File: config.mk
export PLATFORM = sky130hd
export DESIGN_NAME = skdmt_mod
export DESIGN_NICKNAME = d
export VERILOG_FILES = /design/src/hw/rtl/skdmt_pkg.sv /design/src/hw/rtl/skdmt_mod.sv
export SDC_FILE = /design/constraint.sdc
export NUM_CORES = 1
export LEC_CHECK = 0
export BUFFER_PORTS_ARGS = -buffer_cell sky130_fd_sc_hd__buf_4
export CORE_ASPECT_RATIO = 0.75
export CORE_UTILIZATION = 30
export DETAILED_ROUTE_END_ITERATION = 7
export GPL_TIMING_DRIVEN = 0
export PLACE_DENSITY = 0.47
export SYNTH_ARGS = -nofsm -noshare
export SYNTH_HDL_FRONTEND = slang
export SYNTH_SLANG_ARGS = --single-unit
File: constraint.sdc
create_clock -name aclk -period 17 [get_ports aclk]
set_input_delay 0.85 -clock aclk [delete_from_list [all_inputs] [get_ports aclk]]
set_output_delay 0.85 -clock aclk [all_outputs]
set_load 0.05 [all_outputs]
File: src/hw/rtl/skdmt_pkg.sv
// Shared types and constants for the string-keyed direct-mapped table.
package skdmt_pkg;

    localparam int TABLE_DEPTH_DEF = 256;
    localparam int VALUE_WIDTH_DEF = 64;

    localparam int HASH_W        = 64;
    localparam int SIZE_W        = 9;
    localparam int CFG_IDX_W     = 1;
    localparam int MOD_STEP_BITS = 8;
    localparam int MOD_STEPS     = HASH_W / MOD_STEP_BITS;

    localparam logic [SIZE_W-1:0]    TABLE_SIZE_RESET = 9'd256;
    localparam logic [CFG_IDX_W-1:0] REG_TABLE_SIZE   = 1'b0;
    localparam logic [CFG_IDX_W-1:0] REG_POINTER_MODE = 1'b1;

    typedef enum logic [2:0] {
        OP_SET     = 3'd0,
        OP_GET     = 3'd1,
        OP_FILL    = 3'd2,
        OP_SET_PTR = 3'd3,
        OP_GET_PTR = 3'd4
    } opcode_t;

    typedef enum logic [1:0] {
        STS_OK       = 2'd0,
        STS_MODE_ERR = 2'd1,
        STS_NULL     = 2'd2
    } status_t;

    typedef struct packed {
        logic [2:0]        opcode;
        logic [7:0]        key_char;
        logic              key_last;
        logic [HASH_W-1:0] write_value;
    } in_item_t;

    typedef struct packed {
        status_t     status;
        logic [63:0] read_value;
        logic [7:0]  slot_index;
    } out_item_t;

endpackage

File: src/hw/rtl/skdmt_mod.sv
// Iterative 64-bit modulo by a 9-bit divisor, eight dividend bits per cycle.
module skdmt_mod
    import skdmt_pkg::*;
(
    input  logic              aclk,
    input  logic              aresetn,
    input  logic              start,
    input  logic [HASH_W-1:0] dividend,
    input  logic [SIZE_W-1:0] divisor,
    output logic              done,
    output logic [SIZE_W-1:0] remainder
);

    localparam int CNT_W = (MOD_STEPS > 1) ? $clog2(MOD_STEPS) : 1;

    logic              busy_reg;
    logic              done_reg;
    logic [CNT_W-1:0]  cnt_reg;
    logic [HASH_W-1:0] dvd_reg;
    logic [SIZE_W-1:0] rem_reg;
    logic [SIZE_W-1:0] rem_next;

    always_comb begin
        logic [SIZE_W:0] trial;
        rem_next = rem_reg;
        for (int i = 0; i < MOD_STEP_BITS; i++) begin
            trial = {rem_next, dvd_reg[HASH_W-1-i]};
            if (trial >= {1'b0, divisor}) begin
                trial = trial - {1'b0, divisor};
            end
            rem_next = trial[SIZE_W-1:0];
        end
    end

    always_ff @(posedge aclk) begin
        if (!aresetn) begin
            busy_reg <= 1'b0;
            done_reg <= 1'b0;
            cnt_reg  <= '0;
            dvd_reg  <= '0;
            rem_reg  <= '0;
        end else begin
            done_reg <= 1'b0;
            if (start) begin
                busy_reg <= 1'b1;
                cnt_reg  <= '0;
                dvd_reg  <= dividend;
                rem_reg  <= '0;
            end else if (busy_reg) begin
                dvd_reg <= dvd_reg << MOD_STEP_BITS;
                rem_reg <= rem_next;
                cnt_reg <= cnt_reg + 1'b1;
                if (cnt_reg == CNT_W'(MOD_STEPS - 1)) begin
                    busy_reg <= 1'b0;
                    done_reg <= 1'b1;
                end
            end
        end
    end

    assign done      = done_reg;
    assign remainder = rem_reg;

`ifndef SYNTHESIS
    a_rem_below_divisor: assert property (@(posedge aclk) disable iff (!aresetn)
        done |-> (remainder < divisor))
        else $error("remainder not below divisor");

    a_start_when_idle: assert property (@(posedge aclk) disable iff (!aresetn)
        start |-> !busy_reg)
        else $error("modulo restarted while busy");
`endif

endmodule

# After elaboration in Yosys (flattened, before gate mapping)
# Cells that the tools add are included.
[word_totals]
regBits = 78
input_bits = 76
output_inout_bits = 10
elab_cells = 42
[classes]
addsub = 9
magnitude_cmp = 8
eq_ne = 1
n_mux = 14
bitwise = 2
n_reduce_logical = 3
[op_table]
columns = ["cell", "count"]
rows = [
  ["64-bit 2-to-1 mux", 2],
  ["10-bit by 9-bit >= comparator with 1-bit output", 8],
  ["9-bit 2-to-1 mux", 8],
  ["9-bit subtractor", 8],
  ["1-bit 2-to-1 mux", 4],
  ["3-bit by 1-bit adder with 3-bit output, second input constant", 1],
  ["3-bit equality test, second input constant", 1],
  ["3-bit OR reduction", 1],
  ["1-bit inverter", 2],
  ["2-bit nonzero test", 1],
  ["2-bit OR reduction", 1],
]

# Depth between registers and ports, before layout
# Gate-level depths: netlist (run 1).
[depth]
depth_word = 16
mapped_depth = 82

# Worst setup path before layout (run 1)
# OpenSTA, ideal clock, no wires.
[synth_path]
path_kind = "input port to flip-flop"
from = "input port divisor[1]"
to = "register rem_reg[1] (netlist: remainder[1])"
setup_time_ns = 0.128
t_arrival_ns = 16.448
required_time_ns = 16.872
setup_slack_ns = 0.424
cell_stages = 79
n_path_buf = 8
path_cell_list = "inv_1 -> fa_1 -> a211oi_1 -> o21ai_1 -> a21oi_1 -> buf_2 -> mux2_2 -> ha_1 -> clkbuf_1 -> a21oi_1 -> o21ai_0 -> nand2_1 -> nand3_1 -> or2_1 -> buf_6 -> o21ai_0 -> fa_1 -> nand2b_1 -> [... 43 more ...] -> nor2_1 -> nand2_1 -> o21ai_0 -> nand2b_1 -> nor2_1 -> mux2i_1 -> buf_2 -> mux2_2 -> ha_1 -> a21o_1 -> a21oi_1 -> o21ai_0 -> nor2_1 -> o21ai_0 -> a211oi_1 -> mux2i_4 -> mux2i_1 -> o21ai_1"
[synth_between]
elab_chain_cells = 16
word_cells_on_any_way = 24
[synth_rtl]
columns = ["element", "line", "source"]
rows = [
  ["from (decl)", "skdmt_mod.sv:9", "input logic [SIZE_W-1:0] divisor,"],
  ["9-bit subtractor or 10-bit by 9-bit >= comparator with 1-bit output (tied branches)", "skdmt_mod.sv:29, skdmt_mod.sv:28", ""],
  ["9-bit 2-to-1 mux", "skdmt_mod.sv:28", "if (trial >= {1'b0, divisor}) begin"],
  ["9-bit subtractor or 10-bit by 9-bit >= comparator with 1-bit output (tied branches)", "skdmt_mod.sv:29, skdmt_mod.sv:28", ""],
  ["9-bit 2-to-1 mux", "skdmt_mod.sv:28", ""],
  ["9-bit subtractor or 10-bit by 9-bit >= comparator with 1-bit output (tied branches)", "skdmt_mod.sv:29, skdmt_mod.sv:28", ""],
  ["9-bit 2-to-1 mux", "skdmt_mod.sv:28", ""],
  ["9-bit subtractor or 10-bit by 9-bit >= comparator with 1-bit output (tied branches)", "skdmt_mod.sv:29, skdmt_mod.sv:28", ""],
  ["9-bit 2-to-1 mux", "skdmt_mod.sv:28", ""],
  ["9-bit subtractor or 10-bit by 9-bit >= comparator with 1-bit output (tied branches)", "skdmt_mod.sv:29, skdmt_mod.sv:28", ""],
  ["9-bit 2-to-1 mux", "skdmt_mod.sv:28", ""],
  ["9-bit subtractor or 10-bit by 9-bit >= comparator with 1-bit output (tied branches)", "skdmt_mod.sv:29, skdmt_mod.sv:28", ""],
  ["9-bit 2-to-1 mux", "skdmt_mod.sv:28", ""],
  ["10-bit by 9-bit >= comparator with 1-bit output or 9-bit subtractor (tied branches)", "skdmt_mod.sv:28, skdmt_mod.sv:29", ""],
  ["9-bit 2-to-1 mux", "skdmt_mod.sv:28", ""],
  ["9-bit subtractor or 10-bit by 9-bit >= comparator with 1-bit output (tied branches)", "skdmt_mod.sv:29, skdmt_mod.sv:28", ""],
  ["9-bit 2-to-1 mux *", "skdmt_mod.sv:28", ""],
  ["to (signal assigned)", "skdmt_mod.sv:51", "rem_reg <= rem_next;"],
  ["to (decl)", "skdmt_mod.sv:20", "logic [SIZE_W-1:0] rem_reg;"],
]
# Every way passes the cells marked *; elsewhere a longest branch is shown, timed or not.
# A chain may end at the register's enable or synchronous reset.

# Final worst setup path (run 1)
[layout_path]
from = "input port divisor[5]"
to = "register rem_reg[8] (netlist: remainder[8])"
[layout_between]
elab_chain_cells = 16
word_cells_on_any_way = 24
[layout_rtl]
columns = ["element", "line"]
rows = [
  ["9-bit subtractor or 10-bit by 9-bit >= comparator with 1-bit output (tied branches)", "skdmt_mod.sv:29, skdmt_mod.sv:28"],
  ["9-bit 2-to-1 mux", "skdmt_mod.sv:28"],
  ["9-bit subtractor or 10-bit by 9-bit >= comparator with 1-bit output (tied branches)", "skdmt_mod.sv:29, skdmt_mod.sv:28"],
  ["9-bit 2-to-1 mux", "skdmt_mod.sv:28"],
  ["9-bit subtractor or 10-bit by 9-bit >= comparator with 1-bit output (tied branches)", "skdmt_mod.sv:29, skdmt_mod.sv:28"],
  ["9-bit 2-to-1 mux", "skdmt_mod.sv:28"],
  ["9-bit subtractor or 10-bit by 9-bit >= comparator with 1-bit output (tied branches)", "skdmt_mod.sv:29, skdmt_mod.sv:28"],
  ["9-bit 2-to-1 mux", "skdmt_mod.sv:28"],
  ["10-bit by 9-bit >= comparator with 1-bit output or 9-bit subtractor (tied branches)", "skdmt_mod.sv:28, skdmt_mod.sv:29"],
  ["9-bit 2-to-1 mux", "skdmt_mod.sv:28"],
  ["9-bit subtractor or 10-bit by 9-bit >= comparator with 1-bit output (tied branches)", "skdmt_mod.sv:29, skdmt_mod.sv:28"],
  ["9-bit 2-to-1 mux", "skdmt_mod.sv:28"],
  ["9-bit subtractor or 10-bit by 9-bit >= comparator with 1-bit output (tied branches)", "skdmt_mod.sv:29, skdmt_mod.sv:28"],
  ["9-bit 2-to-1 mux", "skdmt_mod.sv:28"],
  ["9-bit subtractor or 10-bit by 9-bit >= comparator with 1-bit output (tied branches)", "skdmt_mod.sv:29, skdmt_mod.sv:28"],
  ["9-bit 2-to-1 mux *", "skdmt_mod.sv:28"],
]
# Marked as above.

==> results of run 1 <==
==> per-stage QoR <==
step | hold slack (ps) | area (µm²) | util | worst slack [ps] | setup TNS, ps
final | 494.9 | 9687 | 0.3980 | 824.2 | 0
after global routing | 521.8 | 9687 | 0.3980 | -40.99 | -104.9
after CTS | 497.1 | 9224 | 0.3790 | 32.89 | 0
after detailed placement | 487.6 | 8591 | 0.3530 | -3867 | -34310
after global placement | 478.6 | 8591 | 0.3530 | -3939 | -34900
after floorplan | 464.7 | 7546 | - | 424.0 | 0
==> critical path: cells and delay by family <==
family          cells  cell delay [ps]
simple gates       15             1930
compound gates     30             5470
buf+inv            13             2080
mux                12             2820
fa+ha+maj           8             3180
==> cells by family after synthesis <==
logic type | count (synthesis) | synth area share
simple gates | 287 | 0.1947
mux | 126 | 0.1771
flops | 78 | 0.2069
compound gates | 227 | 0.1821
buf+inv | 74 | 0.03847
fa+ha+maj | 82 | 0.1439
xor+xnor | 49 | 0.05687
==> synth_stat cells (all sizes together), types with 2 or more instances <==
cell type / n / area (µm²)
nand3: 4 / 20.02
a211oi: 8 / 65.06
nand4: 10 / 62.56
nor3b: 13 / 97.59
clkbuf: 29 / 108.9
dfxtp: 78 / 1562
inv: 36 / 135.1
o31ai: 3 / 22.52
a211o: 2 / 17.52
nand2b: 12 / 75.07
or3: 2 / 12.51
a21o: 21 / 157.7
a21oi: 52 / 260.3
or3b: 2 / 17.52
o211ai: 3 / 27.52
ha: 74 / 925.9
o21ai: 94 / 470.5
nor2: 45 / 168.9
nand2: 94 / 352.8
buf: 9 / 46.29
o21bai: 5 / 37.54
and2: 57 / 356.6
a31oi: 5 / 31.28
mux2i: 89 / 915.9
nor2b: 23 / 143.9
and4: 2 / 17.52
o21a: 10 / 75.07
mux2: 37 / 420.4
xnor2: 30 / 262.8
o22ai: 2 / 12.51
xor2: 19 / 166.4
or2: 6 / 37.54
o211a: 3 / 30.03
nand3b: 3 / 22.52
nor3: 10 / 50.05
a32o: 2 / 20.02
o311ai: 2 / 17.52
o31a: 2 / 17.52
o2111ai: 3 / 26.28
fa: 8 / 160.2
==> timing repair <==
| action | CTS | global route |
|---|---|---|
| hold buffers | 0 | 0 |
| setup buffers | 11 | 36 |
| setup endpoints to repair | 9 | 9 |
| pin swaps | 7 | 14 |
| cloned | 1 | 0 |
| gates resized for setup | 54 | 43 |
==> routing by layer <==
metal	GRT usage	part of all wire	up-vias	wire, µm
met2	0.2519	0.40	132	9575
met3	0.03167	0.045	8	1071
met1	0.3005	0.55	3234	13290
met4	0.02566	0.0045	0	109
met5	0	0	-	0
li1	-	-	3586	-
==> worst max-delay path by stage <==
stage	start	to	slack, ps	depth (start not counted)
2_1_floorplan	divisor[1]	remainder[1]	420	79
6_report	divisor[5]	remainder[8]	820	78
5_1_grt	divisor[0]	remainder[3]	-40	83
4_1_cts	divisor[1]	remainder[8]	30	79
3_3_place_gp	divisor[1]	remainder[8]	-3940	78
3_5_place_dp	divisor[1]	remainder[8]	-3870	78
==> area by class of cell <==
cell class                 count  area [µm²]  share of cell area
inverter                      36       161.4             0.01666
sequential                    78        1562              0.1612
multi-input combinational    772        6040              0.6235
clock inverter                 7       81.33            0.008396
clock buffer                   9       225.2             0.02325
buffer                        37       187.7             0.01937
tap                          331       414.1             0.04275
timing repair buffer         131        1016              0.1049
==> metrics, run 1 <==
status finished clean; total CTS buffers 9; Filler Cell Count 2523; DR WL/cell 17.17 µm; Die Width 185.1 µm; vias in the first global route 6438; TritonCTS clock tree yes; commonest non-fill, non-tap cell in the layout buf_4; 1st-iter DRT viols ~450; Worst setup SP type primary input; Slowest-stage cell, CP fa_1; r2r startpoint dvd_reg[63]; Seq cells post-synth 78; slowest cell delay on critical path 450 ps; Via-to-Cell Ratio 4.968; Pre-Repair DR Iteration Count 5; number of port buffers 84; Detail Route Antenna Nets 0; FFs w/ async S/R, synth 0; largest net degree at the start of global routing 16; Clock Skew 8.496 ps; Post-synth EDFFs 0; reg2reg path depth just under 80; Post-Place Cells 1338; Ys Warns 0; initial core utilization 0.3100; Post-layout nets 1223; Max Transition Viols Final 0; Clock Root Buffer clkbuf_16; Crit Path Category in2reg; commonest cells after routing, fill and taps aside buf_4, nand2_1, mux2i_1; most used cell, CP buf_6; H-tree Lvls 3; Worst-path clk slew 60 ps; number of flip-flops in the largest register 64; Core ar. 24340 µm²; Fmax achieved just over 60 MHz; WP data required 17210 ps; Tmin final between 15000 and 20000 ps; Final Instance Count excl. Fillers 1401; row count 49; Unique masters post-synth 64; worst rel slew slack 0.4467; dpl hpwl 18620 µm; CP arrival ~16000 ps; Die ar. roughly 26000 µm²; Ports 86; hold depth 2; worst slew pin tran slightly above 800 ps; DR vias 6960; clock buffer depth 2; synthesized area per cell 8.176 µm²; register area share after synthesis 0.2069; layout cells sized above 1 0.2505; min-delay src remainder[8]; Post-Synthesis Cells 923; hold path endpoint remainder[8]; Post-Synthesis Cell Area 7546 µm²; nature of the critical path endpoint register; Max Cap Viol 0; Worst-Skew Late Latency 340 ps; drt total wl 24050 µm; Hold Vio Cnt, Final 0; Primary FF master, synth dfxtp_1; wire length of the first global-routing pass 36800 µm; clk sink count between 70 and 80; Hold WC Path Type reg2reg; Setup-failing EPs final 0; Critical Path Fanout Max 10; Residual DRC 0; antenna violations before repair 0; syn nets 1081; Die Y around 140 µm; Layout Area Growth over Synthesis 28.37%; GRT Overall Usage 0.1855; R2R setup slack between 1000 and 1500 ps; Placer Congestion 0.8214; Remaining Overflow, GRT 0; period utilization 0.9515; antenna diode count 0; Critical R2R Capture remainder[8]
Power of run 1 is left out: the tool's default activity adds up to more than one toggle a clock period on the data nets, which glitch-free logic cannot reach.
==> run 2: changes to the inputs <==
--- a/config.mk
+++ b/config.mk
@@ -10,7 +10,7 @@
 export CORE_UTILIZATION = 30
 export DETAILED_ROUTE_END_ITERATION = 7
 export GPL_TIMING_DRIVEN = 0
-export PLACE_DENSITY = 0.47
+export PLACE_DENSITY = 0.46
 export SYNTH_ARGS = -nofsm -noshare
 export SYNTH_HDL_FRONTEND = slang
 export SYNTH_SLANG_ARGS = --single-unit
==> constraint.sdc (replaced) <==
create_clock -name aclk -period 20.6 [get_ports aclk]
set_input_delay 1.03 -clock aclk [delete_from_list [all_inputs] [get_ports aclk]]
set_output_delay 1.03 -clock aclk [all_outputs]
set_load 0.05 [all_outputs]
==> run 2 against run 1 <==
  * Die area unchanged
  * Non-clock buffer count down 41
  * Sequential cell count unchanged
  * First-iteration DRC count down 3.8%
  * Via count down 2.1%
  * Clock skew up 3.5 ps
  * Design area down 7.0%
  * Routed wire length down 2.4%
  * Setup slack better by 590 ps
  * Critical path depth unchanged
==> metrics, run 2 (synthesized netlist as in run 1, its figures left out) <==
Final Instance Count excl. Fillers 1360 (-2.9%); Ports 86 (unchanged); design area 9007 µm² (-7.0%); Die ar. 25800 µm² (unchanged); r2r startpoint dvd_reg[63]; Hold WC Path Type reg2reg; Setup-failing EPs final 0 (unchanged); number of flip-flops in the largest register 64 (unchanged); Post-DP Area 8591 µm² (unchanged); Placer Congestion 0.8367 (+1.9%); period utilization 0.9311; Critical Path Fanout Max 10 (unchanged); total CTS buffers 9 (unchanged); Post-Place Cells 1338 (unchanged); wire length of the first global-routing pass 36450 µm (-0.96%); worst rel slew slack 0.4352 (-0.01146); Hold Vio Cnt, Final 0 (unchanged); worst slew pin tran 847.1 ps (+17.18 ps); number of port buffers 84 (unchanged); clock buffer depth 2 (unchanged); Slowest-stage cell, CP fa_1; Die Width 185.1 µm (unchanged); Detail Route Antenna Nets 0 (unchanged); hold_ws 497.9 ps (+3.009 ps); antenna diode count 0 (unchanged); row count 49 (unchanged); GRT Overall Usage 0.1833 (-0.002260); DR WL/cell 17.26 µm (+0.56%); antenna violations before repair 0 (unchanged); Clock Root Buffer clkbuf_16; initial core utilization 0.3100 (unchanged); CP arrival 19390 ps (+3000 ps); Max Transition Viols Final 0 (unchanged); min-delay src remainder[8]; commonest non-fill, non-tap cell in the layout nand2_1; RSZ-0062 raised after global routing no; nature of the critical path endpoint register; Via-to-Cell Ratio 5.009 (+0.82%); Residual DRC 0 (unchanged); Fmax achieved about 52 MHz; status finished clean; largest net degree at the start of global routing 16 (unchanged); slowest cell delay on critical path 480 ps (+30 ps); WP data required 20810 ps (+3600 ps); Remaining Overflow, GRT 0 (unchanged); DR vias 6812 (-2.1%); Worst setup SP type primary input; Layout Area Growth over Synthesis 19.37%; Max Cap Viol 0 (unchanged); Crit. Startpoint divisor[2]; Die Y 139.4 µm (unchanged); H-tree Lvls 3 (unchanged); Pre-Repair DR Iteration Count 5 (unchanged); vias in the first global route 6344 (-1.5%); Filler Cell Count 2572 (+1.9%); commonest cells after routing, fill and taps aside nand2_1, buf_4, mux2i_1; register area 1562 µm² (unchanged); TritonCTS clock tree yes; area of the multi-input gates 5753 µm² (-4.7%); Core ar. 24340 µm² (unchanged); Post-layout nets 1182 (-3.4%); Clock Skew 11.97 ps (+3.470 ps); Tmin final 19180 ps; Total Negative Setup Slacks 0 ps (unchanged); dpl hpwl 18750 µm (+0.68%); 1st-iter DRT viols 428 (-3.8%); clk sink count 78 (unchanged); Worst-Skew Late Latency 340 ps (about the same); drt total wl 23480 µm (-2.4%); Crit Path Category in2reg; most used cell, CP a21oi_1; layout cells sized above 1 0.1691 (-0.08137); Worst-path clk slew 70 ps (about the same)
[run 2: changes by cell type in the layout (fill, tap and decap cells not counted), sizes merged]
cell,delta
bufinv,-1
inv,+6
clkbuf,+3
buf,-43
clkinvlp,-6
[run 2: stage by stage]
step | util | worst slack, ps
6_report | 0.3701 | 1419
5_1_grt | 0.3701 | 54.95
3_5_place_dp | 0.3530 | -426.8
4_1_cts | 0.3651 | 224.8
3_3_place_gp | 0.3530 | -561.6
2_1_floorplan | - | 3844
[run 2: metal layers]
layer  GRT usage  part of all wire  up-vias
met3     0.02879             0.045       10
met2      0.2434              0.38      121
li1            -                 -     3504
met1      0.3043              0.57     3177
met5           0                 0        -
met4     0.02088            0.0041        0
[run 2: layout make-up]
class | instances | share of cell area
Tap cell | 331 | 0.04598
Clock inverter | 6 | 0.005834
Inverter | 36 | 0.01584
Buffer | 37 | 0.01736
Sequential cell | 78 | 0.1734
Multi-Input combinational cell | 772 | 0.6387
Timing Repair Buffer | 90 | 0.07640
Clock buffer | 10 | 0.02653
[run 2: worst max-delay path: cells and delay by family]
| kind | cells | cell delay [ps] |
|---|---|---|
| simple gates | 17 | 2690 |
| fa+ha+maj | 8 | 3130 |
| buf+inv | 10 | 2370 |
| mux | 11 | 2950 |
| compound gates | 32 | 7170 |
[run 2: path summary, 6_finish.rpt]
check            endpoint  slack (ps)  cells past startpoint
max          remainder[8]        1420                     78
min          remainder[8]         500                      2
max reg2reg  remainder[8]        1970                     79
min reg2reg  remainder[8]         500                      2
[run 2: repair_timing]
action / 4_1_cts / 5_1_grt
setup buffers: 0 / 6
setup endpoints to repair: 9 / 9
pin swaps: 0 / 2
hold endpoints to repair: 0 / 0
hold buffers: 0 / 0
cloned: 0 / 1
resized for setup: 2 / 15
Power of run 2 is left out for the same reason.
==> run 3: changes to the inputs <==
--- a/config.mk
+++ b/config.mk
@@ -10,7 +10,8 @@
 export CORE_UTILIZATION = 30
 export DETAILED_ROUTE_END_ITERATION = 7
 export GPL_TIMING_DRIVEN = 0
-export PLACE_DENSITY = 0.46
+export PLACE_DENSITY = 0.57
 export SYNTH_ARGS = -nofsm -noshare
 export SYNTH_HDL_FRONTEND = slang
 export SYNTH_SLANG_ARGS = --single-unit
+export TNS_END_PERCENT = 1
==> run 3 against run 2 <==
  * Critical path depth increased by 1
  * Hold slack improved by 1.1 ps
  * Utilization down 0.072 points
  * Sequential cell count unchanged
  * Die area stayed put
  * Count of clock-buffer cells in the layout is 1 lower
  * Maximum frequency fell by 0.86%
  * Design area is 0.19% lower
  * Highest routed layer unchanged
==> metrics, run 3 (synthesized netlist as in run 1, its figures left out) <==
status finished clean; Final Instance Count excl. Fillers 1360 (unchanged); largest net degree at the start of global routing 15 (-1); Die Width 185.1 µm (unchanged); Remaining Overflow, GRT 0 (unchanged); critical path depth 79 (+1.3%); commonest cells after routing, fill and taps aside nand2_1, buf_4, mux2i_1; r2r startpoint dvd_reg[63]; Ports 86 (unchanged); Total Negative Setup Slacks 0 ps (unchanged); 1st-iter DRT viols 493 (+15%); Detail Route Antenna Nets 0 (unchanged); commonest non-fill, non-tap cell in the layout nand2_1; row count 49 (unchanged); layout cells sized above 1 0.1633 (-0.005831); buffer and inverter count on the worst path 11 (+1); Slowest-stage cell, CP o21ai_0; Die Y 139.4 µm (unchanged); CP top delay family compound AO/OA/AOI/OAI gates; hold_ws 499.0 ps (+1.082 ps); Fmax achieved 51.68 MHz (-0.86%); Max Transition Viols Final 0 (unchanged); initial core utilization 0.3100 (unchanged); wire length of the first global-routing pass 34430 µm (-5.5%); period utilization 0.9392 (+0.008094); TritonCTS clock tree yes; Worst setup SP type primary input; Critical R2R Capture remainder[8]; Post-layout nets 1182 (unchanged); Hold WC Path Type reg2reg; DR WL/cell 16.37 µm (-5.2%); most used cell, CP a21oi_1; Pre-Repair DR Iteration Count 5 (unchanged); Residual DRC 0 (unchanged); gr busiest metal met1; Tmin final 19350 ps (+166.7 ps); Clock Root Buffer clkbuf_16; reg2reg path depth 79 (unchanged); Worst-Skew Late Latency 340 ps (about the same); Critical Path Fanout Max 10 (unchanged); clock buffer depth 2 (unchanged); global routing usage on met3 0.03219 (+0.003402); drt total wl 22260 µm (-5.2%); number of flip-flops in the largest register 64 (unchanged); worst slew pin tran 810.4 ps (-36.75 ps); R2R setup slack 1790 ps (-180 ps); number of port buffers 84 (unchanged); antenna violations before repair 0 (unchanged); total CTS buffers 9 (unchanged); nature of the critical path endpoint register; dpl hpwl 17580 µm (-6.3%); vias in the first global route 6296 (-0.76%); Setup-failing EPs final 0 (unchanged); GR Util met1 0.2633 (-0.04101); hold-fix buffers at CTS 0 (unchanged); clk sink count 78 (unchanged); Worst-path clk slew 70 ps (about the same); GRT Overall Usage 0.1717 (-0.01159); Max Cap Viol 0 (unchanged); Core ar. 24340 µm² (unchanged); worst rel slew slack 0.4540 (+0.01879); slowest cell delay on critical path 640 ps (+160 ps); Die ar. 25800 µm² (unchanged); Crit Path Category in2reg; Placer Congestion 0.8509 (+1.7%); crit path capture remainder[8]; WP data required 20820 ps (about the same); Crit. Startpoint divisor[0]; CP arrival 19560 ps (+170 ps); Post-Place Cells 1338 (unchanged); Via-to-Cell Ratio 5.057 (+0.97%); Hold Vio Cnt, Final 0 (unchanged); min-delay src remainder[6]; Layout Area Growth over Synthesis 19.13%; GR Layer Usage met2 0.2448 (+0.001385); Layout Utilization 0.3694 (-0.0007190); antenna diode count 0 (unchanged); DR vias 6878 (+0.97%); H-tree Lvls 3 (unchanged); Clock Skew 11.41 ps (-0.5581 ps)
[run 3: changes by cell type in the layout (fill, tap and decap cells not counted), sizes merged]
cell,before,now
clkinv,1,4
inv,37,34
bufinv,0,2
buf,97,96
clkbuf,40,41
clkinvlp,4,3
mux2i,90,89
[run 3: repair_timing]
item                       in CTS  in global routing
setup buffers                   0                  6
resized for setup               0                 11
setup endpoints to repair       0                  9
[run 3: worst register-to-register path: cells and delay by family (launching register included)]
| family | cells | cell delay (ps) |
|---|---|---|
| flops | 1 | 300 |
| mux | 10 | 3350 |
| simple gates | 19 | 2760 |
| compound gates | 30 | 6650 |
| buf+inv | 11 | 2350 |
| fa+ha+maj | 9 | 3260 |
[run 3: area by class of cell]
class,instances,area [µm²]
Timing Repair Buffer,90,675.6
Inverter,36,146.4
Multi-Input combinational cell,771,5710
Fill cell,2586,15350
Tap cell,331,414.1
Clock buffer,9,225.2
Clock inverter,7,96.34
Sequential cell,78,1562
Buffer,38,160.2
[run 3: worst min-delay path by stage]
stage	end	slack [ps]	cells past startpoint
final	remainder[6]	500	2
after global placement	cnt_reg[1]	480	2
after CTS	cnt_reg[1]	500	2
after floorplan	cnt_reg[1]	460	2
after detailed placement	cnt_reg[1]	490	2
after global routing	remainder[7]	540	2
[run 3: per-layer routing]
layer  vias up  wire [µm]
met5         -          0
met4         0        178
met3        14       1285
met2       150       9330
met1      3210      11470
li1       3504          -
[run 3: through the flow]
step	worst slack, ps	cell area, µm²
floorplan	3844	7546
global placement	-26.95	8591
detailed placement	38.80	8591
CTS	362.2	8912
global route	-38.46	8990
finish	1252	8990
Power of run 3 is left out for the same reason.
